File: src/hdl/xor_popcount_walsh_chain_stats_defines.svh
// Assertion macros shared by the RTL of the XOR popcount Walsh statistics block.
`ifndef XOR_POPCOUNT_WALSH_CHAIN_STATS_DEFINES_SVH
`define XOR_POPCOUNT_WALSH_CHAIN_STATS_DEFINES_SVH

`ifndef SYNTHESIS

// Same-cycle implication, sampled on aclk and quiet during reset.
`define XPCS_ASSERT_IMP(name, ante, cons) \
    name: assert property (@(posedge aclk) disable iff (!aresetn) (ante) |-> (cons)) \
        else $error("xpcs assertion failed");

// Next-cycle implication, sampled on aclk and quiet during reset.
`define XPCS_ASSERT_NEXT(name, ante, cons) \
    name: assert property (@(posedge aclk) disable iff (!aresetn) (ante) |=> (cons)) \
        else $error("xpcs assertion failed");

`else

`define XPCS_ASSERT_IMP(name, ante, cons)
`define XPCS_ASSERT_NEXT(name, ante, cons)

`endif

`endif

File: src/hdl/xpcs_pkg.sv
// Shared types, constants and popcount helpers for the XOR popcount Walsh statistics block.
`default_nettype none

package xpcs_pkg;

    // Correlation and popcount limit: 64 samples per word times 2048 words.
    localparam int CORR_LIMIT = 131072;
    localparam int SAMPLE_COUNT_RESET = 131072;

    // Tuple queue between the front and the back.
    localparam int QUEUE_AW = 2;
    localparam int QUEUE_DEPTH = 1 << QUEUE_AW;

    typedef logic [7:0][3:0] byte_cnt_t;

    // One closed tuple: the two popcount totals and the four column indices.
    typedef struct packed {
        logic [17:0] pop_in;
        logic [17:0] pop_out;
        logic [7:0]  idx_fourth;
        logic [7:0]  idx_third;
        logic [7:0]  idx_second;
        logic [7:0]  idx_first;
    } tuple_t;

    typedef struct packed {
        logic full;
        logic empty;
    } queue_stat_t;

    function automatic logic [3:0] pop8(logic [7:0] b);
        logic [3:0] n;
        n = '0;
        for (int i = 0; i < 8; i++) begin
            n = n + {3'b000, b[i]};
        end
        return n;
    endfunction

    function automatic byte_cnt_t byte_counts(logic [63:0] w);
        byte_cnt_t c;
        for (int i = 0; i < 8; i++) begin
            c[i] = pop8(w[8*i +: 8]);
        end
        return c;
    endfunction

    function automatic logic [6:0] sum_bytes(byte_cnt_t c);
        logic [6:0] s;
        s = '0;
        for (int i = 0; i < 8; i++) begin
            s = s + {3'b000, c[i]};
        end
        return s;
    endfunction

endpackage

`default_nettype wire

File: src/hdl/xpcs_queue.sv
// Short tuple queue between the front end and the statistics back end.
`default_nettype none

module xpcs_queue (
    input  wire logic                  aclk,
    input  wire logic                  aresetn,
    input  wire logic                  push,
    input  wire xpcs_pkg::tuple_t      wdata,
    input  wire logic                  pop,
    output xpcs_pkg::tuple_t           rdata,
    output xpcs_pkg::queue_stat_t      stat
);

    xpcs_pkg::tuple_t                 entry_reg [xpcs_pkg::QUEUE_DEPTH];
    logic [xpcs_pkg::QUEUE_AW-1:0]    wr_ptr_reg;
    logic [xpcs_pkg::QUEUE_AW-1:0]    rd_ptr_reg;
    logic [xpcs_pkg::QUEUE_AW:0]      count_reg;
    logic [xpcs_pkg::QUEUE_AW:0]      count_next;
    logic                             do_push;
    logic                             do_pop;

    assign stat.full  = (count_reg == (xpcs_pkg::QUEUE_AW + 1)'(xpcs_pkg::QUEUE_DEPTH));
    assign stat.empty = (count_reg == '0);
    assign do_push    = push && !stat.full;
    assign do_pop     = pop && !stat.empty;
    assign rdata      = entry_reg[rd_ptr_reg];

    always_comb begin
        count_next = count_reg;
        if (do_push && !do_pop) begin
            count_next = count_reg + 1'b1;
        end else if (do_pop && !do_push) begin
            count_next = count_reg - 1'b1;
        end
    end

    always_ff @(posedge aclk) begin
        if (!aresetn) begin
            wr_ptr_reg <= '0;
            rd_ptr_reg <= '0;
            count_reg  <= '0;
        end else begin
            count_reg <= count_next;
            if (do_push) begin
                wr_ptr_reg <= wr_ptr_reg + 1'b1;
            end
            if (do_pop) begin
                rd_ptr_reg <= rd_ptr_reg + 1'b1;
            end
        end
    end

    always_ff @(posedge aclk) begin
        if (do_push) begin
            entry_reg[wr_ptr_reg] <= wdata;
        end
    end

endmodule

`default_nettype wire

File: config.mk
export PLATFORM = sky130hd
export DESIGN_NAME = xpcs_queue
export DESIGN_NICKNAME = d
export VERILOG_FILES = /design/src/hdl/xor_popcount_walsh_chain_stats_defines.svh /design/src/hdl/xpcs_pkg.sv /design/src/hdl/xpcs_queue.sv
export SDC_FILE = /design/constraint.sdc
export NUM_CORES = 1
export LEC_CHECK = 0
export ABC_CLOCK_PERIOD_IN_PS = 6200
export BUFFER_PORTS_ARGS = -buffer_cell sky130_fd_sc_hd__buf_2
export CORE_MARGIN = 2
export CORE_UTILIZATION = 40
export DETAILED_ROUTE_END_ITERATION = 10
export GPL_ROUTABILITY_DRIVEN = 0
export HOLD_SLACK_MARGIN = 0.1
export SLEW_MARGIN = 40
export SYNTH_ARGS = -nofsm -noshare
export SYNTH_HDL_FRONTEND = slang
export SYNTH_SLANG_ARGS = --single-unit
File: constraint.sdc
create_clock -name aclk -period 6.2 [get_ports aclk]
set_clock_uncertainty 0.1 [all_clocks]
set_input_delay 0.62 -clock aclk [delete_from_list [all_inputs] [get_ports aclk]]
set_output_delay 0.62 -clock aclk [all_outputs]
set_load 0.05 [all_outputs]
Yosys cells after proc, flatten, opt, wreduce, memory -nomap -nowiden. Memories as Yosys holds them, arrays and structs flattened. A register that Yosys moved wholly into a read port is not among the register bits. Cells that the tools add are included.

Register bits: 7. Latch bits: 0. Memory bits (writable): 272. ROM bits: 0. Bits of input ports: 72. Output and inout port bits: 70. Logic and storage cells: 25. Memories kept: 1.

Memories: entry_reg (depth 4, width 68, read ports 1, clocked after memory_dff 1, wr ports 1, RTL line xpcs_queue.sv:14) `xpcs_pkg::tuple_t entry_reg [xpcs_pkg::QUEUE_DEPTH];`.

Add/sub/neg operators: 4. Multiply operators: 0. Divide/modulo/power cells: 0. $lt $le $gt $ge: 0. Equal/unequal tests: 1. Shift operators: 0. Multiplexer cells: 6. Bitwise operators: 0. Reductions and logical operators: 10.

Operators by type and width (number): 3-bit two-way mux (2); 2-bit by 1-bit adder with 2-bit output, second input constant (2); 1-bit logical AND (4); 1-bit zero test (4); 2-bit two-way mux (2); 3-bit by 1-bit adder with 3-bit output, second input constant (1); 3-bit equality test, second input constant (1); 3-bit zero test (1); 3-bit by 1-bit subtractor with 3-bit output, second input constant (1); 1-bit two-way mux (2); 2-bit nonzero test (1).

Depth between registers and ports, before layout.
Depth after elaboration: 7. Mapped depth: 9. Mapped depth without buffers: 8.

Worst setup path before layout. OpenSTA, ideal clock, no wires.

Path kind: register to register. From: register count_reg[2] in the netlist's numbering. To: memory entry_reg[0][0] in the netlist's numbering (enable). Arrival: 2784 ps. Data required time: 5537 ps. Slack: 2753 ps. Cell stages (with the launch flop): 5. Buffers on the path: 1. Cells stage by stage: dfxtp_1 > nor3b_1 > nor2b_1 > clkbuf_1 > and2_1.

RTL lines: start: declaration (RTL line xpcs_queue.sv:17) `logic [xpcs_pkg::QUEUE_AW:0] count_reg;`; start signal: assignment (RTL line xpcs_queue.sv:43) `count_reg <= count_next;`; end: declaration (RTL line xpcs_queue.sv:14).

==> flow_summary.yaml <==
final_layout:
  syn_to_final_growth_pct: 21.10
  n_fill_cell: 2023
  diodes: 0
  final_util_pct: 49.43
  final_cells: 923
  layout-drive-gt1-share_pct: 45.36
  final_area_um2: 12480
  final_nets: 648
  largest_reg_flops: 272
clocking:
  cts_tree: "yes"
  clk_pin_slew_ns: 0.06
  clock_path_buffers: 3
  post_cts_buffers: 0
  cts_hold_buf: 0
  cts_root_buf: "clkbuf_16"
  cts.htree.levels: 1
  insertion_delay_ns: 0.54
  ctsResizeCount: 0
  cts_buffers: 29
  cts_sinks: 281
routing:
  wirelength_mm: 19.02
  ant_nets: 0
  drtIter0Drc: 308
  dr.pass1.iters: 4
  wl_per_cell_um: 20.60
  drcViolationCount: 0
  via_per_inst: 5.048
  vias: 4659
placed_design:
  portBuffers: 141
  placedInstanceArea_um2: 11530
  place_inst: 869
  dp_hpwl_mm: 11.94
pwr:
  p_int_mw: 3.910
  p_sw_mw: 2.016
  pwr-share-clk_pct: 29.0
  p_sw_share_pct: 34.03
  leakagePower_nw: 4.157
  p_per_area_nw_per_um2: 474.8
  seq_power_share_pct: 40.7
  irDropWorstVdd_mv: 0.2793
  pwr-share-comb_pct: 30.3
floorplan:
  dieWidth_um: 164.5
  rows: 58
  io-pin-count: 142
  core_area_um2: 25250
  start_util_pct: 40.81
  die_height_um: 164.5
  die-area_um2: 27070
logic_synthesis:
  yosysSeqAreaShare_pct: 80.99
  yosysUniqueCellTypes: 24
  syn-num-nets: 482
  netlist_area_um2: 10310
  ys_warn_count: 0
  ys_seq_elements: 281
  avgSynthCellArea_um2: 25.51
  yosys_most_used_dff: "edfxtp_1"
  yosys.area.top_type_share_pct: 79.24
  synth-edff-count: 272
  yosysMostFrequentCell: "edfxtp_1"
  synthTopCellsByArea: "edfxtp_1 79%, mux4_2 15%, dfxtp_1 1.7%"
  synth.largest_area_cell: "edfxtp_1"
  netlist_top_cells_count: "272 x edfxtp_1, 68 x mux4_2, 9 x dfxtp_1"
  syn_inst: 404
  synth-async-reset-ratio_pct: 0
critical_path:
  crit_required_ns: 5.48
  cp-end-kind: "primary output"
  worstPathArrival_ns: 2.85
  crit_fanout: 26
  start_kind: "register"
  crit_type: "reg2out"
global_route:
  grt_pass1_wl_mm: 28.60
  overflow: 0
  antenna_found_initial: 1
  grt_usage_pct: 14.07
  grt_max_degree: 33
  grt_pass1_vias: 5064
sta:
  tightest_slew_ns: 0.6010
  relSlewSlack_pct: 59.85
  hold_ws_ns: 0.1841
  rsz0062_at_grt: "no"
  drv_slew: 0
  fin_tns_setup_ns: 0
  finalCritPeriodShare_pct: 57.63
  finalCriticalPeriod_ns: 3.573
  setup_viol: 0
  hold_violations: 0
  max_freq_mhz: 279.9
run_status:
  status: "completed"
job:
  cap_violations: 0
min_path:
  min_path_type: "in2reg"
[worst max-delay path, stage by stage (launching register included)]
cell and delay (ns):
dfxtp_4 0.68, buf_12 0.27, buf_4 0.50, mux4_2 0.58, buf_2 0.23
[kinds of logic (layout without fill, tap and decap cells)]
kind of cell	Yosys count	in the layout	synth area share, %
xor gates and xnor gates	4	4	0.3400
AOI/OAI and AO/OA	4	4	0.2792
adders and majority gates	6	6	0.8012
muxes	71	71	15.15
buffers and inverters	21	210	1.505
DFF	281	281	80.99
and+or+nand+nor	17	17	0.9347
[cell type report]
| cell class | instances | area, µm² | area share (%) |
|---|---|---|---|
| Inverter | 3 | 11.26 | 0.09022 |
| Timing Repair Buffer | 153 | 933.4 | 7.478 |
| Sequential cell | 281 | 8356 | 66.94 |
| Clock buffer | 34 | 744.5 | 5.964 |
| Clock inverter | 20 | 210.2 | 1.684 |
| Tap cell | 330 | 412.9 | 3.308 |
| Multi-Input combinational cell | 102 | 1814 | 14.53 |
[power groups by stage]
stage | Sequential (mW) | Combinational, mW | Clock, mW
final | 2.41 | 1.80 | 1.72
after CTS | 2.42 | 1.83 | 1.76
after floorplan | 2.39 | 1.49 | 0
after global routing | 2.44 | 1.90 | 1.83
after global placement | 2.51 | 1.70 | 0
after detailed placement | 2.46 | 1.83 | 0
[routing by layer]
metal | share of wire [%] | GRT usage (%) | up-vias
met5 | 0.068 | 0 | -
met3 | 6.4 | 3.767 | 35
met2 | 50 | 23.83 | 131
met4 | 2.4 | 3.794 | 2
met1 | 41 | 18.08 | 2432
li1 | - | - | 2059
[path summary, 6_finish.rpt]
path	startpoint	to	depth (start not counted)	slack, ns
worst max-delay path	register	rdata[9]	4	2.63
worst min-delay path	wdata[6]	entry_reg[1][6]	1	0.18
worst max register to register	count_reg[1]	count_reg[2]	8	3.53
worst min register to register	wr_ptr_reg[0]	wr_ptr_reg[0]	2	0.40
[stage by stage]
| step | worst slack [ns] | power (mW) |
|---|---|---|
| floorplan | 2.753 | 3.879 |
| global placement | 2.956 | 4.211 |
| detailed placement | 3.043 | 4.292 |
| CTS | 2.445 | 6.019 |
| global route | 2.343 | 6.165 |
| finish | 2.627 | 5.926 |
[cells in the final DEF (no fill, tap or decap), types with 5 or more instances in the layout]
cell type / count
mux4_2: 68
dfxtp_1: 7
clkbuf_1: 5
clkinv_1: 7
ha_1: 5
clkbuf_16: 29
buf_2: 141
clkinvlp_4: 6
edfxtp_1: 272
buf_12: 11
(Power assumes the default switching activity.)
