==> config.mk <==
export PLATFORM = sky130hd
export DESIGN_NAME = xpcs_front
export DESIGN_NICKNAME = d
export VERILOG_FILES = /design/src/hdl/xor_popcount_walsh_chain_stats_defines.svh /design/src/hdl/xpcs_pkg.sv /design/src/hdl/xpcs_front.sv
export SDC_FILE = /design/constraint.sdc
export NUM_CORES = 1
export LEC_CHECK = 0
export ABC_AREA = 1
export BUFFER_PORTS_ARGS = -buffer_cell sky130_fd_sc_hd__buf_2
export CAP_MARGIN = 25
export CELL_PAD_IN_SITES_DETAIL_PLACEMENT = 0
export CELL_PAD_IN_SITES_GLOBAL_PLACEMENT = 1
export CORE_ASPECT_RATIO = 0.5
export CORE_UTILIZATION = 41
export CTS_BUF_LIST = sky130_fd_sc_hd__clkbuf_4 sky130_fd_sc_hd__clkbuf_8
export DETAILED_ROUTE_END_ITERATION = 10
export PLACE_DENSITY = 0.95
export SLEW_MARGIN = 20
export SYNTH_ARGS = -nofsm -noshare
export SYNTH_HDL_FRONTEND = slang
export SYNTH_SLANG_ARGS = --single-unit
export TNS_END_PERCENT = 10
==> constraint.sdc <==
create_clock -name aclk -period 11.8 [get_ports aclk]
set_input_delay 2.36 -clock aclk [delete_from_list [all_inputs] [get_ports aclk]]
set_output_delay 2.36 -clock aclk [all_outputs]
set_load 0.005 [all_outputs]
==> src/hdl/xor_popcount_walsh_chain_stats_defines.svh <==
// Assertion macros shared by the RTL of the XOR popcount Walsh statistics block.
`ifndef XOR_POPCOUNT_WALSH_CHAIN_STATS_DEFINES_SVH
`define XOR_POPCOUNT_WALSH_CHAIN_STATS_DEFINES_SVH

`ifndef SYNTHESIS

// Same-cycle implication, sampled on aclk and quiet during reset.
`define XPCS_ASSERT_IMP(name, ante, cons) \
    name: assert property (@(posedge aclk) disable iff (!aresetn) (ante) |-> (cons)) \
        else $error("xpcs assertion failed");

// Next-cycle implication, sampled on aclk and quiet during reset.
`define XPCS_ASSERT_NEXT(name, ante, cons) \
    name: assert property (@(posedge aclk) disable iff (!aresetn) (ante) |=> (cons)) \
        else $error("xpcs assertion failed");

`else

`define XPCS_ASSERT_IMP(name, ante, cons)
`define XPCS_ASSERT_NEXT(name, ante, cons)

`endif

`endif

==> src/hdl/xpcs_pkg.sv <==
// Shared types, constants and popcount helpers for the XOR popcount Walsh statistics block.
`default_nettype none

package xpcs_pkg;

    // Correlation and popcount limit: 64 samples per word times 2048 words.
    localparam int CORR_LIMIT = 131072;
    localparam int SAMPLE_COUNT_RESET = 131072;

    // Tuple queue between the front and the back.
    localparam int QUEUE_AW = 2;
    localparam int QUEUE_DEPTH = 1 << QUEUE_AW;

    typedef logic [7:0][3:0] byte_cnt_t;

    // One closed tuple: the two popcount totals and the four column indices.
    typedef struct packed {
        logic [17:0] pop_in;
        logic [17:0] pop_out;
        logic [7:0]  idx_fourth;
        logic [7:0]  idx_third;
        logic [7:0]  idx_second;
        logic [7:0]  idx_first;
    } tuple_t;

    typedef struct packed {
        logic full;
        logic empty;
    } queue_stat_t;

    function automatic logic [3:0] pop8(logic [7:0] b);
        logic [3:0] n;
        n = '0;
        for (int i = 0; i < 8; i++) begin
            n = n + {3'b000, b[i]};
        end
        return n;
    endfunction

    function automatic byte_cnt_t byte_counts(logic [63:0] w);
        byte_cnt_t c;
        for (int i = 0; i < 8; i++) begin
            c[i] = pop8(w[8*i +: 8]);
        end
        return c;
    endfunction

    function automatic logic [6:0] sum_bytes(byte_cnt_t c);
        logic [6:0] s;
        s = '0;
        for (int i = 0; i < 8; i++) begin
            s = s + {3'b000, c[i]};
        end
        return s;
    endfunction

endpackage

`default_nettype wire

==> src/hdl/xpcs_front.sv <==
// Front end: XOR of the four columns, popcount against both masks, per-tuple accumulation.
`default_nettype none

module xpcs_front (
    input  wire logic                 aclk,
    input  wire logic                 aresetn,
    input  wire logic                 s_valid,
    output logic                      s_ready,
    input  wire logic [63:0]          s_col_a_word,
    input  wire logic [63:0]          s_col_b_word,
    input  wire logic [63:0]          s_col_c_word,
    input  wire logic [63:0]          s_col_d_word,
    input  wire logic [63:0]          s_in_mask_word,
    input  wire logic [63:0]          s_out_mask_word,
    input  wire logic [7:0]           s_first_index,
    input  wire logic [7:0]           s_second_index,
    input  wire logic [7:0]           s_third_index,
    input  wire logic [7:0]           s_fourth_index,
    input  wire logic                 s_last_word,
    input  wire xpcs_pkg::queue_stat_t q_stat,
    output logic                      q_push,
    output xpcs_pkg::tuple_t          q_wdata
);

    logic                  f_valid_reg;
    logic                  f_valid_next;
    logic                  f_last_reg;
    xpcs_pkg::byte_cnt_t   cnt_in_reg;
    xpcs_pkg::byte_cnt_t   cnt_out_reg;
    logic [31:0]           idx_reg;
    logic [17:0]           acc_in_reg;
    logic [17:0]           acc_in_next;
    logic [17:0]           acc_out_reg;
    logic [17:0]           acc_out_next;
    logic [63:0]           x_word;
    logic                  take;
    logic                  consume;
    logic [18:0]           sum_in;
    logic [18:0]           sum_out;
    logic [17:0]           sat_in;
    logic [17:0]           sat_out;

    // The staged word leaves unless it closes a tuple and the queue has no room.
    assign s_ready = !f_valid_reg || !f_last_reg || !q_stat.full;
    assign take    = s_valid && s_ready;
    assign consume = f_valid_reg && s_ready;
    assign x_word  = s_col_a_word ^ s_col_b_word ^ s_col_c_word ^ s_col_d_word;

    always_comb begin
        sum_in  = {1'b0, acc_in_reg} + 19'(xpcs_pkg::sum_bytes(cnt_in_reg));
        sum_out = {1'b0, acc_out_reg} + 19'(xpcs_pkg::sum_bytes(cnt_out_reg));
        sat_in  = (sum_in > 19'(xpcs_pkg::CORR_LIMIT)) ? 18'(xpcs_pkg::CORR_LIMIT)
                                                        : sum_in[17:0];
        sat_out = (sum_out > 19'(xpcs_pkg::CORR_LIMIT)) ? 18'(xpcs_pkg::CORR_LIMIT)
                                                         : sum_out[17:0];
        acc_in_next  = acc_in_reg;
        acc_out_next = acc_out_reg;
        if (consume) begin
            acc_in_next  = f_last_reg ? '0 : sat_in;
            acc_out_next = f_last_reg ? '0 : sat_out;
        end
        f_valid_next = s_ready ? take : f_valid_reg;
    end

    assign q_push            = consume && f_last_reg;
    assign q_wdata.pop_in    = sat_in;
    assign q_wdata.pop_out   = sat_out;
    assign q_wdata.idx_first  = idx_reg[7:0];
    assign q_wdata.idx_second = idx_reg[15:8];
    assign q_wdata.idx_third  = idx_reg[23:16];
    assign q_wdata.idx_fourth = idx_reg[31:24];

    always_ff @(posedge aclk) begin
        if (!aresetn) begin
            f_valid_reg <= 1'b0;
            acc_in_reg  <= '0;
            acc_out_reg <= '0;
        end else begin
            f_valid_reg <= f_valid_next;
            acc_in_reg  <= acc_in_next;
            acc_out_reg <= acc_out_next;
        end
    end

    always_ff @(posedge aclk) begin
        if (take) begin
            f_last_reg  <= s_last_word;
            cnt_in_reg  <= xpcs_pkg::byte_counts(x_word ^ s_in_mask_word);
            cnt_out_reg <= xpcs_pkg::byte_counts(x_word ^ s_out_mask_word);
            idx_reg     <= {s_fourth_index, s_third_index, s_second_index, s_first_index};
        end
    end

endmodule

`default_nettype wire

# Word-level counts from Yosys, hierarchy flattened

Cells that the tools add are included.

Flip-flop bits (word level): 134
Input port bits: 422
Logic and storage cells: 168

Add/subtract/negate cells: 128
$lt $le $gt $ge: 2
Muxes and demuxes: 4
Bitwise gates (word level): 5
Reductions and logical operators: 8

Operator list:

| operator             | count |
|---|---|
| $xor 64x64->64       | 5 |
| $add 4x1->4          | 64 |
| $mux 18              | 4 |
| $add 3x1->4          | 16 |
| $add 7x4->7          | 8 |
| $add 2x1->3          | 16 |
| $add 18x7->19        | 2 |
| $gt 19x18->1 const B | 2 |
| $add 1x1->2          | 16 |
| $add 6x4->7          | 2 |
| $add 5x4->6          | 2 |
| $add 4x4->5          | 2 |
| $logic_and 1x1->1    | 3 |
| $logic_not 1->1      | 3 |
| $logic_or 1x1->1     | 2 |

# Longest topological paths before layout

Depth after elaboration: 11
Depth in mapped cells: 25
Gate-level depth less buffers: 24

# Worst setup path after synthesis

No wires, ideal clock.

Path type: flip-flop to output port
Start: reg cnt_in_reg[2] in the netlist's numbering
End: out q_wdata[65] in the netlist's numbering
Data arrival time: 4393 ps
Data required time: 9440 ps
Path slack: 5047 ps
Stages on the path, launching flop included: 23
Path buffers: 1
Cell sequence: edfxtp_1 -> inv_1 -> fa_1 -> inv_1 -> fa_1 -> fa_1 -> inv_1 -> fa_1 -> inv_1 -> ha_1 -> fa_1 -> nand3_1 -> nand2_1 -> nand3_1 -> nand2_1 -> nand2_1 -> nand2_1 -> nor2_1 -> nand4_1 -> nand2_2 -> inv_2 -> buf_6 -> a21oi_1

RTL lines:

| element                  | line             | RTL |
|---|---|---|
| start: declaration       | xpcs_front.sv:28 | `xpcs_pkg::byte_cnt_t cnt_in_reg;` |
| start signal: assignment | xpcs_front.sv:88 | `cnt_in_reg <= xpcs_pkg::byte_counts(x_word ^ s_in_mask_word);` |
| end: declaration         | xpcs_front.sv:22 | `output xpcs_pkg::tuple_t q_wdata` |

==> impl_metrics.tcl <==
set metrics [dict create \
    status "finished, final reports clean" \
    syn_avg_cell_area_um2 9.37 \
    critPathLaunchType "register" \
    wire_per_inst_um 14.8 \
    nNetsFinal 2487 \
    ant_nets 0 \
    cts_max_level 4 \
    cts-root-buf "clkbuf_8" \
    drt_iter0_drc 549 \
    synth_adder_area_share_pct 25.5 \
    worstPathMaxFanout 16 \
    route.detailed.drc 0 \
    path_cells "inv_1 > fa_1 > inv_1 > fa_1 > fa_1 > inv_1 > fa_1 > inv_1 > ha_1 > fa_1 > nor2_1 > nand2_1 > nor2_1 > nand3_1 > nor2_1 > nand3_1 > nor2_1 > nand4_1 > nand2_2 > inv_2 > a21oi_1 > buf_2" \
    worstMarginPinSlew_ns 0.944 \
    max_freq_mhz 123 \
    finalClockSkew_ns 0.0125 \
    hold_class "register to register" \
    post_cts_resized 0 \
    clk_path_buf_depth 2 \
    syn_inst 1374 \
    clkSinkCount 134 \
    avgViaCountPerCell 4.50 \
    path_class "register to output port" \
    yosys.area_share.xor_xnor_pct 23.0 \
    holdBufCountCts 0 \
    dieArea_um2 32200 \
    finalSetupTns_ns 0 \
    ios 492 \
    cp_slowest_cell "fa_1" \
    vias 10400 \
    fin_crit_ns 8.14 \
    cts_tree "done" \
    die_x_um 253 \
    antenna_found_initial 3 \
    dr.pass1.iters 5 \
    cpMostUsedCell "fa_1" \
    rrSetupSlack_ns 6.72 \
    netlist_area_um2 12900 \
    place_congestion 0.868 \
    post-cts-setup-buffers 0 \
    io_buffer_count 490 \
    cap_violations 0 \
    synth_nets 1988 \
    fp-row-count 45 \
    start_util_pct 42.1 \
    final_common_cell "buf_2" \
    dieHeight_um 127 \
    clk_latency_ns 0.45 \
    synthSimpleGateAreaFrac_pct 12.3 \
    slowest_delay_ns 0.56 \
    min_period_over_period_pct 69.0 \
    clkTransAtPathRegs_ns 0.07 \
    ys.flop_type "edfxtp_1" \
    dpl.hpwl_mm 29.8 \
    layout-drive-gt1-share_pct 28.5 \
    routed_wl_mm 34.2 \
    setup_viol 0 \
    crit_path_end_kind "output port" \
    area_growth_pct 26.3 \
    ys_warn_count 0 \
    grt_overflow_total 0 \
    grt_pass1_vias 10400 \
    grt_first_pass_wirelength_mm 52.6 \
    synth_compound_area_share_pct 2.15 \
    layout_common_cells "490 x buf_2, 269 x inv_1, 259 x xnor2_1" \
    hold_viol_final 0 \
    grt_max_degree 84 \
    finalMaxSlewViolations 0 \
    grtUsageTotal_pct 21.5 \
    ys_types 26 \
    fin_util_pct 53.2 \
    ys_seq_elements 134 \
    synth.area.mux_share_pct 0 \
    synth_edf_count 97 \
    synth-async-reset-ratio_pct 0 \
    cp.arrival_ns 5.78 \
    rsz0062_at_grt "false" \
    cts_buffers 17 \
    worst_slew_margin_rel_pct 36.9 \
    yosysSeqAreaShare_pct 28.4 \
    critPathRequiredTime_ns 9.44 \
    coreArea_um2 30600 \
    synth_top_family_by_area "adder cells" \
]
## synthesized netlist by cell type, types with 2 or more instances
cell type / n / area (µm²)
a21oi_1: 50 / 250
buf_2: 3 / 15.0
buf_6: 4 / 45.0
clkbuf_1: 6 / 22.5
dfxtp_1: 37 / 741
edfxtp_1: 97 / 2910
fa_1: 118 / 2360
ha_1: 74 / 926
inv_1: 270 / 1010
inv_2: 4 / 15.0
nand2_1: 202 / 758
nand2_2: 2 / 12.5
nand3_1: 92 / 460
nand3b_1: 4 / 30.0
nand4_1: 7 / 43.8
nor2_1: 54 / 203
nor3_1: 5 / 25.0
xnor2_1: 259 / 2270
xor2_1: 79 / 692
## final timing paths
kind | depth (start not counted) | startpoint | endpoint
setup reg to reg | 21 | cnt_in_reg[2] | acc_in_reg[1]
hold reg to reg | 2 | acc_in_reg[17] | acc_in_reg[17]
hold / removal | 2 | acc_in_reg[17] | acc_in_reg[17]
setup / recovery | 22 | cnt_in_reg[2] | q_wdata[55]
## metal layers
layer / track usage [%] / vias to the layer above / share of wire, %
met5: 0 / - / 0
met4: 4.63 / 0 / 1.6
met3: 4.20 / 31 / 6.2
met2: 35.8 / 268 / 49
met1: 29.0 / 4903 / 44
li1: - / 5207 / -
## cell families after synthesis
group,Yosys count
simple gates,372
xor+xnor,338
buf+inv,287
fa+ha+maj,192
flops,134
compound gates,51
## cell type report
class                   count  area, µm²
clock buffers              21        270
multi-input cells         953       8120
repair buffers            493       2490
clock inverters            11        156
flip-flops and latches    134       3650
diodes                      3       7.51
fillers                  2835      14300
well taps                 423        529
inverters                 274       1030
## metrics by stage
step	instance area [µm²]	setup WS [ns]	cells	hold WS, ns
after floorplan	12900	5.05	1374	0.445
after global placement	15800	4.18	2276	0.454
after detailed placement	15800	4.19	2276	0.458
after CTS	16200	3.67	2308	0.469
after global routing	16300	3.35	2309	0.502
final	16300	3.66	2312	0.467
## critical path: cells and delay by family, from the launching register on
kind,cells,cell delay (ns)
and+or+nand+nor,9,1.19
DFF,1,0.32
adders and majority gates,6,2.97
AOI/OAI and AO/OA,1,0.23
buffers and inverters,6,0.61
Power is left out: the tool's default activity adds up to more than one toggle a clock period on the data nets, which glitch-free logic cannot reach.
