[src/hdl/xor_popcount_walsh_chain_stats_defines.svh]
// Assertion macros shared by the RTL of the XOR popcount Walsh statistics block.
`ifndef XOR_POPCOUNT_WALSH_CHAIN_STATS_DEFINES_SVH
`define XOR_POPCOUNT_WALSH_CHAIN_STATS_DEFINES_SVH

`ifndef SYNTHESIS

// Same-cycle implication, sampled on aclk and quiet during reset.
`define XPCS_ASSERT_IMP(name, ante, cons) \
    name: assert property (@(posedge aclk) disable iff (!aresetn) (ante) |-> (cons)) \
        else $error("xpcs assertion failed");

// Next-cycle implication, sampled on aclk and quiet during reset.
`define XPCS_ASSERT_NEXT(name, ante, cons) \
    name: assert property (@(posedge aclk) disable iff (!aresetn) (ante) |=> (cons)) \
        else $error("xpcs assertion failed");

`else

`define XPCS_ASSERT_IMP(name, ante, cons)
`define XPCS_ASSERT_NEXT(name, ante, cons)

`endif

`endif

[src/hdl/xpcs_pkg.sv]
// Shared types, constants and popcount helpers for the XOR popcount Walsh statistics block.
`default_nettype none

package xpcs_pkg;

    // Correlation and popcount limit: 64 samples per word times 2048 words.
    localparam int CORR_LIMIT = 131072;
    localparam int SAMPLE_COUNT_RESET = 131072;

    // Tuple queue between the front and the back.
    localparam int QUEUE_AW = 2;
    localparam int QUEUE_DEPTH = 1 << QUEUE_AW;

    typedef logic [7:0][3:0] byte_cnt_t;

    // One closed tuple: the two popcount totals and the four column indices.
    typedef struct packed {
        logic [17:0] pop_in;
        logic [17:0] pop_out;
        logic [7:0]  idx_fourth;
        logic [7:0]  idx_third;
        logic [7:0]  idx_second;
        logic [7:0]  idx_first;
    } tuple_t;

    typedef struct packed {
        logic full;
        logic empty;
    } queue_stat_t;

    function automatic logic [3:0] pop8(logic [7:0] b);
        logic [3:0] n;
        n = '0;
        for (int i = 0; i < 8; i++) begin
            n = n + {3'b000, b[i]};
        end
        return n;
    endfunction

    function automatic byte_cnt_t byte_counts(logic [63:0] w);
        byte_cnt_t c;
        for (int i = 0; i < 8; i++) begin
            c[i] = pop8(w[8*i +: 8]);
        end
        return c;
    endfunction

    function automatic logic [6:0] sum_bytes(byte_cnt_t c);
        logic [6:0] s;
        s = '0;
        for (int i = 0; i < 8; i++) begin
            s = s + {3'b000, c[i]};
        end
        return s;
    endfunction

endpackage

`default_nettype wire

[src/hdl/xpcs_back.sv]
// Back end: correlations, products, thresholds and the running statistics.
`default_nettype none

module xpcs_back (
    input  wire logic                  aclk,
    input  wire logic                  aresetn,
    input  wire logic [17:0]           sample_count,
    input  wire xpcs_pkg::tuple_t      q_rdata,
    input  wire xpcs_pkg::queue_stat_t q_stat,
    output logic                       q_pop,
    output logic                       m_valid,
    input  wire logic                  m_ready,
    output logic signed [63:0]         m_product_total,
    output logic [17:0]                m_peak_abs_in,
    output logic [17:0]                m_peak_abs_out,
    output logic [7:0]                 m_best_first,
    output logic [7:0]                 m_best_second,
    output logic [7:0]                 m_best_third,
    output logic [7:0]                 m_best_fourth,
    output logic signed [18:0]         m_best_corr_in,
    output logic signed [18:0]         m_best_corr_out,
    output logic [31:0]                m_both_over_two,
    output logic [31:0]                m_both_over_three,
    output logic [31:0]                m_tuple_total
);

    function automatic logic signed [18:0] corr(logic [17:0] n, logic [17:0] pop);
        logic signed [19:0] c;
        c = $signed({2'b00, n}) - $signed({1'b0, pop, 1'b0});
        if (c > 20'sd131072) begin
            return 19'(xpcs_pkg::CORR_LIMIT);
        end else if (c < -20'sd131072) begin
            return 19'(-xpcs_pkg::CORR_LIMIT);
        end
        return c[18:0];
    endfunction

    function automatic logic [17:0] mag(logic signed [18:0] c);
        logic [18:0] neg;
        neg = 19'(-c);
        return c[18] ? neg[17:0] : c[17:0];
    endfunction

    function automatic logic [31:0] sat_inc(logic [31:0] v);
        return (v == '1) ? v : v + 32'd1;
    endfunction

    logic                 en;
    logic                 m_valid_reg;

    // Stage 1: correlations.
    logic                 b1_valid_reg;
    logic signed [18:0]   b1_ci_reg;
    logic signed [18:0]   b1_co_reg;
    logic [17:0]          b1_ai_reg;
    logic [17:0]          b1_ao_reg;
    logic [31:0]          b1_idx_reg;
    logic signed [18:0]   ci;
    logic signed [18:0]   co;

    // Stage 2: products.
    logic                 b2_valid_reg;
    logic signed [37:0]   b2_prod_reg;
    logic [34:0]          b2_ap_reg;
    logic [34:0]          b2_ai2_reg;
    logic [34:0]          b2_ao2_reg;
    logic signed [18:0]   b2_ci_reg;
    logic signed [18:0]   b2_co_reg;
    logic [17:0]          b2_ai_reg;
    logic [17:0]          b2_ao_reg;
    logic [31:0]          b2_idx_reg;
    logic signed [37:0]   prod_w;
    logic [35:0]          ap_w;
    logic [35:0]          ai2_w;
    logic [35:0]          ao2_w;

    // Running statistics, also the result register.
    logic [63:0]          sum_reg;
    logic [17:0]          peak_in_reg;
    logic [17:0]          peak_out_reg;
    logic [34:0]          peak_prod_reg;
    logic [31:0]          best_idx_reg;
    logic signed [18:0]   best_ci_reg;
    logic signed [18:0]   best_co_reg;
    logic [31:0]          over_two_reg;
    logic [31:0]          over_three_reg;
    logic [31:0]          tuple_reg;
    logic [34:0]          thr_two;
    logic [34:0]          thr_three;
    logic                 hit_two;
    logic                 hit_three;
    logic                 update;

    // The whole back end moves together whenever the result slot is free or being taken.
    assign en    = !m_valid_reg || m_ready;
    assign q_pop = en && !q_stat.empty;

    assign ci = corr(sample_count, q_rdata.pop_in);
    assign co = corr(sample_count, q_rdata.pop_out);

    assign prod_w = b1_ci_reg * b1_co_reg;
    assign ap_w   = b1_ai_reg * b1_ao_reg;
    assign ai2_w  = b1_ai_reg * b1_ai_reg;
    assign ao2_w  = b1_ao_reg * b1_ao_reg;

    assign thr_two   = {15'd0, sample_count, 2'b00};
    assign thr_three = {13'd0, ({1'b0, sample_count, 3'b000} + {4'b0000, sample_count})};
    assign hit_two   = (b2_ai2_reg > thr_two) && (b2_ao2_reg > thr_two);
    assign hit_three = (b2_ai2_reg > thr_three) && (b2_ao2_reg > thr_three);
    assign update    = en && b2_valid_reg;

    always_ff @(posedge aclk) begin
        if (!aresetn) begin
            b1_valid_reg   <= 1'b0;
            b2_valid_reg   <= 1'b0;
            m_valid_reg    <= 1'b0;
            sum_reg        <= '0;
            peak_in_reg    <= '0;
            peak_out_reg   <= '0;
            peak_prod_reg  <= '0;
            best_idx_reg   <= '0;
            best_ci_reg    <= '0;
            best_co_reg    <= '0;
            over_two_reg   <= '0;
            over_three_reg <= '0;
            tuple_reg      <= '0;
        end else begin
            if (en) begin
                b1_valid_reg <= !q_stat.empty;
                b2_valid_reg <= b1_valid_reg;
                m_valid_reg  <= b2_valid_reg;
            end
            if (update) begin
                sum_reg   <= sum_reg + 64'({{26{b2_prod_reg[37]}}, b2_prod_reg});
                tuple_reg <= sat_inc(tuple_reg);
                if (b2_ai_reg > peak_in_reg) begin
                    peak_in_reg <= b2_ai_reg;
                end
                if (b2_ao_reg > peak_out_reg) begin
                    peak_out_reg <= b2_ao_reg;
                end
                if (hit_two) begin
                    over_two_reg <= sat_inc(over_two_reg);
                end
                if (hit_three) begin
                    over_three_reg <= sat_inc(over_three_reg);
                end
                if (b2_ap_reg > peak_prod_reg) begin
                    peak_prod_reg <= b2_ap_reg;
                    best_idx_reg  <= b2_idx_reg;
                    best_ci_reg   <= b2_ci_reg;
                    best_co_reg   <= b2_co_reg;
                end
            end
        end
    end

    always_ff @(posedge aclk) begin
        if (en) begin
            b1_ci_reg  <= ci;
            b1_co_reg  <= co;
            b1_ai_reg  <= mag(ci);
            b1_ao_reg  <= mag(co);
            b1_idx_reg <= {q_rdata.idx_fourth, q_rdata.idx_third,
                           q_rdata.idx_second, q_rdata.idx_first};
            b2_prod_reg <= prod_w;
            b2_ap_reg   <= ap_w[34:0];
            b2_ai2_reg  <= ai2_w[34:0];
            b2_ao2_reg  <= ao2_w[34:0];
            b2_ci_reg   <= b1_ci_reg;
            b2_co_reg   <= b1_co_reg;
            b2_ai_reg   <= b1_ai_reg;
            b2_ao_reg   <= b1_ao_reg;
            b2_idx_reg  <= b1_idx_reg;
        end
    end

    assign m_valid           = m_valid_reg;
    assign m_product_total   = $signed(sum_reg);
    assign m_peak_abs_in     = peak_in_reg;
    assign m_peak_abs_out    = peak_out_reg;
    assign m_best_first      = best_idx_reg[7:0];
    assign m_best_second     = best_idx_reg[15:8];
    assign m_best_third      = best_idx_reg[23:16];
    assign m_best_fourth     = best_idx_reg[31:24];
    assign m_best_corr_in    = best_ci_reg;
    assign m_best_corr_out   = best_co_reg;
    assign m_both_over_two   = over_two_reg;
    assign m_both_over_three = over_three_reg;
    assign m_tuple_total     = tuple_reg;

endmodule

`default_nettype wire

[config.mk]
export PLATFORM = sky130hd
export DESIGN_NAME = xpcs_back
export DESIGN_NICKNAME = d
export VERILOG_FILES = /design/src/hdl/xor_popcount_walsh_chain_stats_defines.svh /design/src/hdl/xpcs_pkg.sv /design/src/hdl/xpcs_back.sv
export SDC_FILE = /design/constraint.sdc
export NUM_CORES = 2
export LEC_CHECK = 0
export ABC_AREA = 1
export BUFFER_PORTS_ARGS = -buffer_cell sky130_fd_sc_hd__clkbuf_2
export CELL_PAD_IN_SITES_DETAIL_PLACEMENT = 1
export CELL_PAD_IN_SITES_GLOBAL_PLACEMENT = 1
export CORE_MARGIN = 2
export CORE_UTILIZATION = 30
export DETAILED_ROUTE_END_ITERATION = 6
export PLACE_DENSITY = 0.62
export SLEW_MARGIN = 30
export SYNTH_ARGS = -nofsm -noshare
export SYNTH_HDL_FRONTEND = slang
export SYNTH_SLANG_ARGS = --single-unit
[constraint.sdc]
create_clock -name aclk -period 12.32 [get_ports aclk]
set_clock_uncertainty 0.2 [all_clocks]
set_input_delay 2.464 -clock aclk [delete_from_list [all_inputs] [get_ports aclk]]
set_output_delay 2.464 -clock aclk [all_outputs]
set_load 0.03 [all_outputs]
# Word level (Yosys, flattened, before mapping)
# Cells that the tools add are included.
dict set report word_totals {
  reg_bits 659
  wordCells 82
  in_bits 91
  out_inout_bits 268
}
dict set report op_classes {
  n_eq_ne 3
  bitwise 3
  add_sub_neg 9
  n_mux 12
  mul 4
  reduce_logical 13
  n_lt_le_gt_ge 11
}
# op count
set ops {}
lappend ops {{two-way mux 19 bit} 6}
lappend ops {{multiplier 18 x 18 -> 35 bit} 3}
lappend ops {{adder 32 x 1 -> 32 bit (second input constant)} 3}
lappend ops {{== test 32 bit (second input constant)} 3}
lappend ops {{> comparator 35 x 20 -> 1 bit} 2}
lappend ops {{> comparator 35 x 22 -> 1 bit} 2}
lappend ops {{adder 64 bit} 1}
lappend ops {{> comparator 20 x 19 -> 1 bit (second input constant)} 2}
lappend ops {{less-than comparator 20 x 18 -> 1 bit (second input constant)} 2}
lappend ops {{subtractor 18 x 19 -> 20 bit} 2}
lappend ops {{multiplier 19 x 19 -> 38 bit} 1}
lappend ops {{> comparator 18 bit} 2}
lappend ops {{two-way mux 18 bit} 2}
lappend ops {{negator 18 bit} 2}
lappend ops {{> comparator 35 bit} 1}
lappend ops {{adder 21 x 18 -> 22 bit} 1}
lappend ops {{AND reduction 2 bit} 4}
lappend ops {{AND reduction 3 bit} 2}
lappend ops {{logical AND 1 bit} 4}
lappend ops {{two-way mux 1 bit} 4}
lappend ops {{NOT 1 bit} 3}
lappend ops {{zero test 1 bit} 2}
lappend ops {{logical OR 1 bit} 1}

# Logic depth before layout (Yosys ltp)
dict set report logic_depth {
  depth_word 7
  mapped_depth 30
}

# Least setup slack after synthesis
# No wires, ideal clock.
dict set report synth_timing {
  path_type {input to register}
  start {input m_ready}
  end {register b1_ai_reg[10], enable pin}
  arrival_ns 9.250
  setup_ns 0.696
  t_required_ns 11.424
  stages 2
  path_slack_ns 2.175
  cell_sequence {nor2_1 inv_1}
}
dict set report synth_via {
  elab_chain_cells 1
}
# item line
set synth_rtl {}
lappend synth_rtl {{from (decl)} xpcs_back.sv:12} ;# input wire logic m_ready,
lappend synth_rtl {{logical OR 1 bit} xpcs_back.sv:95} ;# assign en = !m_valid_reg || m_ready;
lappend synth_rtl {{to (signal assigned)} xpcs_back.sv:162} ;# b1_ai_reg <= mag(ci);
lappend synth_rtl {{to (decl)} xpcs_back.sv:55} ;# logic [17:0] b1_ai_reg;
# Every way passes these cells.
# A chain may end at the register's enable or synchronous reset.

# Final worst setup path
dict set report layout_timing {
  start {input sample_count[0]}
  end {register over_three_reg[17] (netlist: m_both_over_three[17])}
}
dict set report layout_via {
  elab_chain_cells 4
}
# item line
set layout_rtl {}
lappend layout_rtl {{from (decl)} xpcs_back.sv:7} ;# input wire logic [17:0] sample_count,
lappend layout_rtl {{adder 21 x 18 -> 22 bit *} xpcs_back.sv:107} ;# assign thr_three = {13'd0, ({1'b0, sample_count, 3'b000} + {4'b0000, sample_count})};
lappend layout_rtl {{> comparator 35 x 22 -> 1 bit} xpcs_back.sv:109} ;# assign hit_three = (b2_ai2_reg > thr_three) && (b2_ao2_reg > thr_three);
lappend layout_rtl {{logical AND 1 bit *} xpcs_back.sv:109}
lappend layout_rtl {{AND reduction 3 bit (no source line) *} --}
lappend layout_rtl {{to (signal assigned)} xpcs_back.sv:146} ;# over_three_reg <= sat_inc(over_three_reg);
lappend layout_rtl {{to (decl)} xpcs_back.sv:86} ;# logic [31:0] over_three_reg;
# Mark *: on every way between the ends. The rest lies on a longest branch, timed or not.

==> results_tabular.tex <==
\begin{tabular}{lr}
\hline
Metric & Value \\
\hline
\multicolumn{2}{l}{\textbf{Run status}} \\
Run status & complete, but fails checks \\
Violated checks & design-rule violations \\
\multicolumn{2}{l}{\textbf{Global route}} \\
Wire length of the first global-routing pass & 396 mm \\
Number of antenna violations at the first check in global routing & 8 \\
Maximum number of pins on one net before global-route repair & about 150 \\
Number of global-route vias before repair & around 69000 \\
Sum of overflow across all layers after global routing & 0 \\
All-layer global routing usage & 0.191 \\
\multicolumn{2}{l}{\textbf{Logic synthesis}} \\
Post-synth EDFFs & 346 \\
Nets in the synthesized netlist & between 10000 and 15000 \\
Async S/R FF share, synth & 0 \\
Commonest register cell after synthesis & edfxtp\_1 \\
Sequential element share of the synthesized area & 0.212 \\
Netlist cell types & 66 \\
Synth Instances & 9565 \\
Synthesis-stage register bit count & 650 \\
Number of warnings reported in the yosys synthesis log & 0 \\
Mapped cell area & 0.0777 sq mm \\
Average size of a mapped cell & 8.13 sq um \\
\multicolumn{2}{l}{\textbf{Layout}} \\
Fill cells & approximately 31000 \\
Final Instance Count excl. Fillers & 13200 \\
Final non-filler cell area & between 0.08 and 0.09 sq mm \\
Commonest non-fill, non-tap cell in the layout & inv\_1 \\
Signed area change from the synthesized netlist to the final layout & 11.0\% \\
Post-layout nets & 11600 \\
Commonest cells after routing, fill and taps aside & 2461 x inv\_1, 1852 x nand2\_1, 1062 x fa\_1 \\
Fraction of final layout cells sized beyond drive strength 1 & 0.0687 \\
Max FFs per register & between 60 and 70 \\
\multicolumn{2}{l}{\textbf{CTS}} \\
Post-CTS clock slew at the launch and capture registers of the worst setup and hold paths & around 60 ps \\
Total clock buffers created by CTS & 84 \\
Clock Sink Count & between 600 and 700 \\
Setup bufs post-CTS & 0 \\
Hold Buf Count CTS & 0 \\
Cells resized by post-CTS repair & 0 \\
Clock network latency to the later pin of the worst-skew pair & 760 ps \\
Root Buffer Master & clkbuf\_16 \\
Clock tree from TritonCTS & done \\
Max H-tree Level & 3 \\
Max clock buf depth & 3 \\
\multicolumn{2}{l}{\textbf{Setup path}} \\
Worst-path maximum fanout & 25 \\
Critical-path top delay cell & fa\_1 \\
Max stage delay on crit path & a little over 400 ps \\
Worst reg2reg path endpoint & b2\_prod\_reg[37]\$\_DFFE\_PN\_ \\
CP Class & in2reg \\
Nature of the critical path endpoint & flop \\
Worst Path Required & roughly 13000 ps \\
Cell type with the highest occurrence count on the critical path & nand2\_1 \\
Setup crit start kind & primary input \\
Data arrival time of the worst path & slightly below 8000 ps \\
R2r setup slk & roughly 4800 ps \\
Reg2reg start & b1\_ci\_reg[18]\$\_DFFE\_PN\_ \\
Count of cells along the worst register-to-register path & 18 \\
\multicolumn{2}{l}{\textbf{Timing}} \\
FMAX & approximately 0.13 GHz \\
Max-Slew Margin vs Limit & 0.346 \\
Accumulated negative setup slack & 0 ps \\
Pins over their slew limit & 0 \\
Setup repair after global routing missed its margin & no \\
Period Utilization, post-route & 0.614 \\
Measured slew at the worst slew-check pin & between 900 and 1000 ps \\
Period minus WS final & 7570 ps \\
Final setup violation count & 0 \\
Final number of hold-violating endpoints & 0 \\
\multicolumn{2}{l}{\textbf{Routing}} \\
Routed wirelength normalized by instance count & between 15 and 20 microns \\
Number of vias per cell & about 4.7 \\
Count of TritonRoute iterations in the first routing pass & 7 \\
DRC Markers & 3 \\
Final ANT Viol Nets & 0 \\
Total via count after detailed routing & 62600 \\
First DRT Iteration DRCs & around 2900 \\
Detailed Route WL & between 200 and 250 mm \\
\multicolumn{2}{l}{\textbf{Die}} \\
Die Span Y & between 500 and 600 microns \\
I/O pin count & roughly 360 \\
Rows & $\sim$190 \\
Core area & between 0.2 and 0.3 sq mm \\
Horizontal extent of the die & roughly 500 microns \\
Initial Util & 0.302 \\
Area enclosed by the die boundary & approximately 0.26 sq mm \\
\multicolumn{2}{l}{\textbf{Placement}} \\
Total of buffers placed on input and output ports & approximately 360 \\
Weighted congestion at the end of routability-driven global placement & between 0.8 and 0.9 \\
Placed cell area & about 0.083 sq mm \\
Detailed placer's ending HPWL & $\sim$200 mm \\
Placed instance count & about 13000 \\
\multicolumn{2}{l}{\textbf{Worst hold path}} \\
Hold path start & b1\_idx\_reg[22]\$\_DFFE\_PN\_ \\
Tightest Hold Check Type & reg2reg \\
Hold path endpoint & b2\_idx\_reg[22]\$\_DFFE\_PN\_ \\
Hold Crit Depth & 0 \\
\multicolumn{2}{l}{\textbf{Run}} \\
Max cap viols & 0 \\
\hline
\end{tabular}
==> critical path: cells and delay by family <==
family                   cells  cell delay (ps)
AND/OR/NAND/NOR             19             2190
AO/OA/AOI/OAI                6             1370
adder cells (fa/ha/maj)      3             1050
buffers and inverters        2              530
XOR/XNOR                     1              310
==> cell usage after synthesis, types with 7 or more instances <==
cell / number / share of area
inv_1: 2463 / 0.12
nand2_1: 1855 / 0.090
fa_1: 1062 / 0.27
ha_1: 703 / 0.11
nor2_1: 635 / 0.031
a21oi_1: 488 / 0.031
o21ai_0: 359 / 0.023
edfxtp_1: 346 / 0.13
dfxtp_1: 304 / 0.078
clkbuf_1: 292 / 0.014
xor2_1: 177 / 0.020
nand3_1: 159 / 0.010
nand4_1: 114 / 0.0092
nor3_1: 95 / 0.0061
xnor2_1: 93 / 0.010
a31oi_1: 49 / 0.0039
o21a_1: 33 / 0.0032
nor4_1: 30 / 0.0024
nand2_2: 21 / 0.0017
o21ai_1: 20 / 0.0013
a21o_1: 19 / 0.0018
buf_1: 19 / 0.00092
inv_2: 17 / 0.00082
o2111ai_1: 17 / 0.0019
o211ai_1: 17 / 0.0016
o21bai_1: 16 / 0.0015
a21boi_0: 15 / 0.0014
nand3b_1: 13 / 0.0013
o221ai_1: 13 / 0.0015
or2_2: 12 / 0.00097
a21boi_1: 10 / 0.00097
a211oi_1: 9 / 0.00087
nor2_2: 9 / 0.00072
buf_2: 8 / 0.00052
and3_1: 7 / 0.00056
o31ai_1: 7 / 0.00068
or2_1: 7 / 0.00056
==> kinds of logic after synthesis <==
logic type | synth area share
adder cells (fa/ha/maj) | 0.387
AO/OA/AOI/OAI | 0.0785
flip-flops | 0.212
buffers and inverters | 0.136
AND/OR/NAND/NOR | 0.156
XOR/XNOR | 0.0304
multiplexers | 0.000145
==> per-layer routing <==
layer | global-route usage | part of all wire | up-vias
met5 | 0 | 0.00010 | -
met4 | 0.0484 | 0.025 | 4
met3 | 0.0226 | 0.035 | 278
met2 | 0.341 | 0.50 | 979
met1 | 0.244 | 0.44 | 31800
li1 | - | - | 29500
==> layout make-up <==
class                           instances  area (sq um)  share of cell area
Antenna cell                            3          7.51           0.0000870
Clock buffer                          101          2210              0.0256
Clock inverter                         56           776             0.00899
Inverter                             2482          9330               0.108
Multi-Input combinational cell       6109         50700               0.588
Sequential cell                       650         16500               0.191
Tap cell                             3384          4230              0.0491
Timing Repair Buffer                  452          2540              0.0295
==> stage by stage <==
| step | utilization | setup WS [ps] | hold slack, ps |
|---|---|---|---|
| final | 0.336 | 4750 | 214 |
| after detailed placement | 0.324 | 4010 | 207 |
| after global routing | 0.336 | 4360 | 229 |
| after global placement | 0.324 | 4090 | 201 |
| after floorplan | - | 2170 | 200 |
| after CTS | 0.336 | 4790 | 222 |
==> how the worst max path moves through the flow <==
| stage | from | to | slack, ps | cells past startpoint |
|---|---|---|---|---|
| 2_1_floorplan | m_ready | b1_ai_reg[10]$_DFFE_PN_ | 2170 | 2 |
| 3_3_place_gp | sample_count[0] | m_both_over_three[17]$_SDFFE_PN0P_ | 4090 | 31 |
| 3_5_place_dp | sample_count[0] | m_both_over_three[17]$_SDFFE_PN0P_ | 4010 | 31 |
| 4_1_cts | b1_ci_reg[18]$_DFFE_PN_ | b2_prod_reg[37]$_DFFE_PN_ | 4790 | 18 |
| 5_1_grt | sample_count[0] | m_both_over_three[17]$_SDFFE_PN0P_ | 4360 | 31 |
| 6_report | sample_count[0] | m_both_over_three[17]$_SDFFE_PN0P_ | 4750 | 31 |
Power is left out: the tool's default activity adds up to more than one toggle a clock period on the data nets, which glitch-free logic cannot reach.
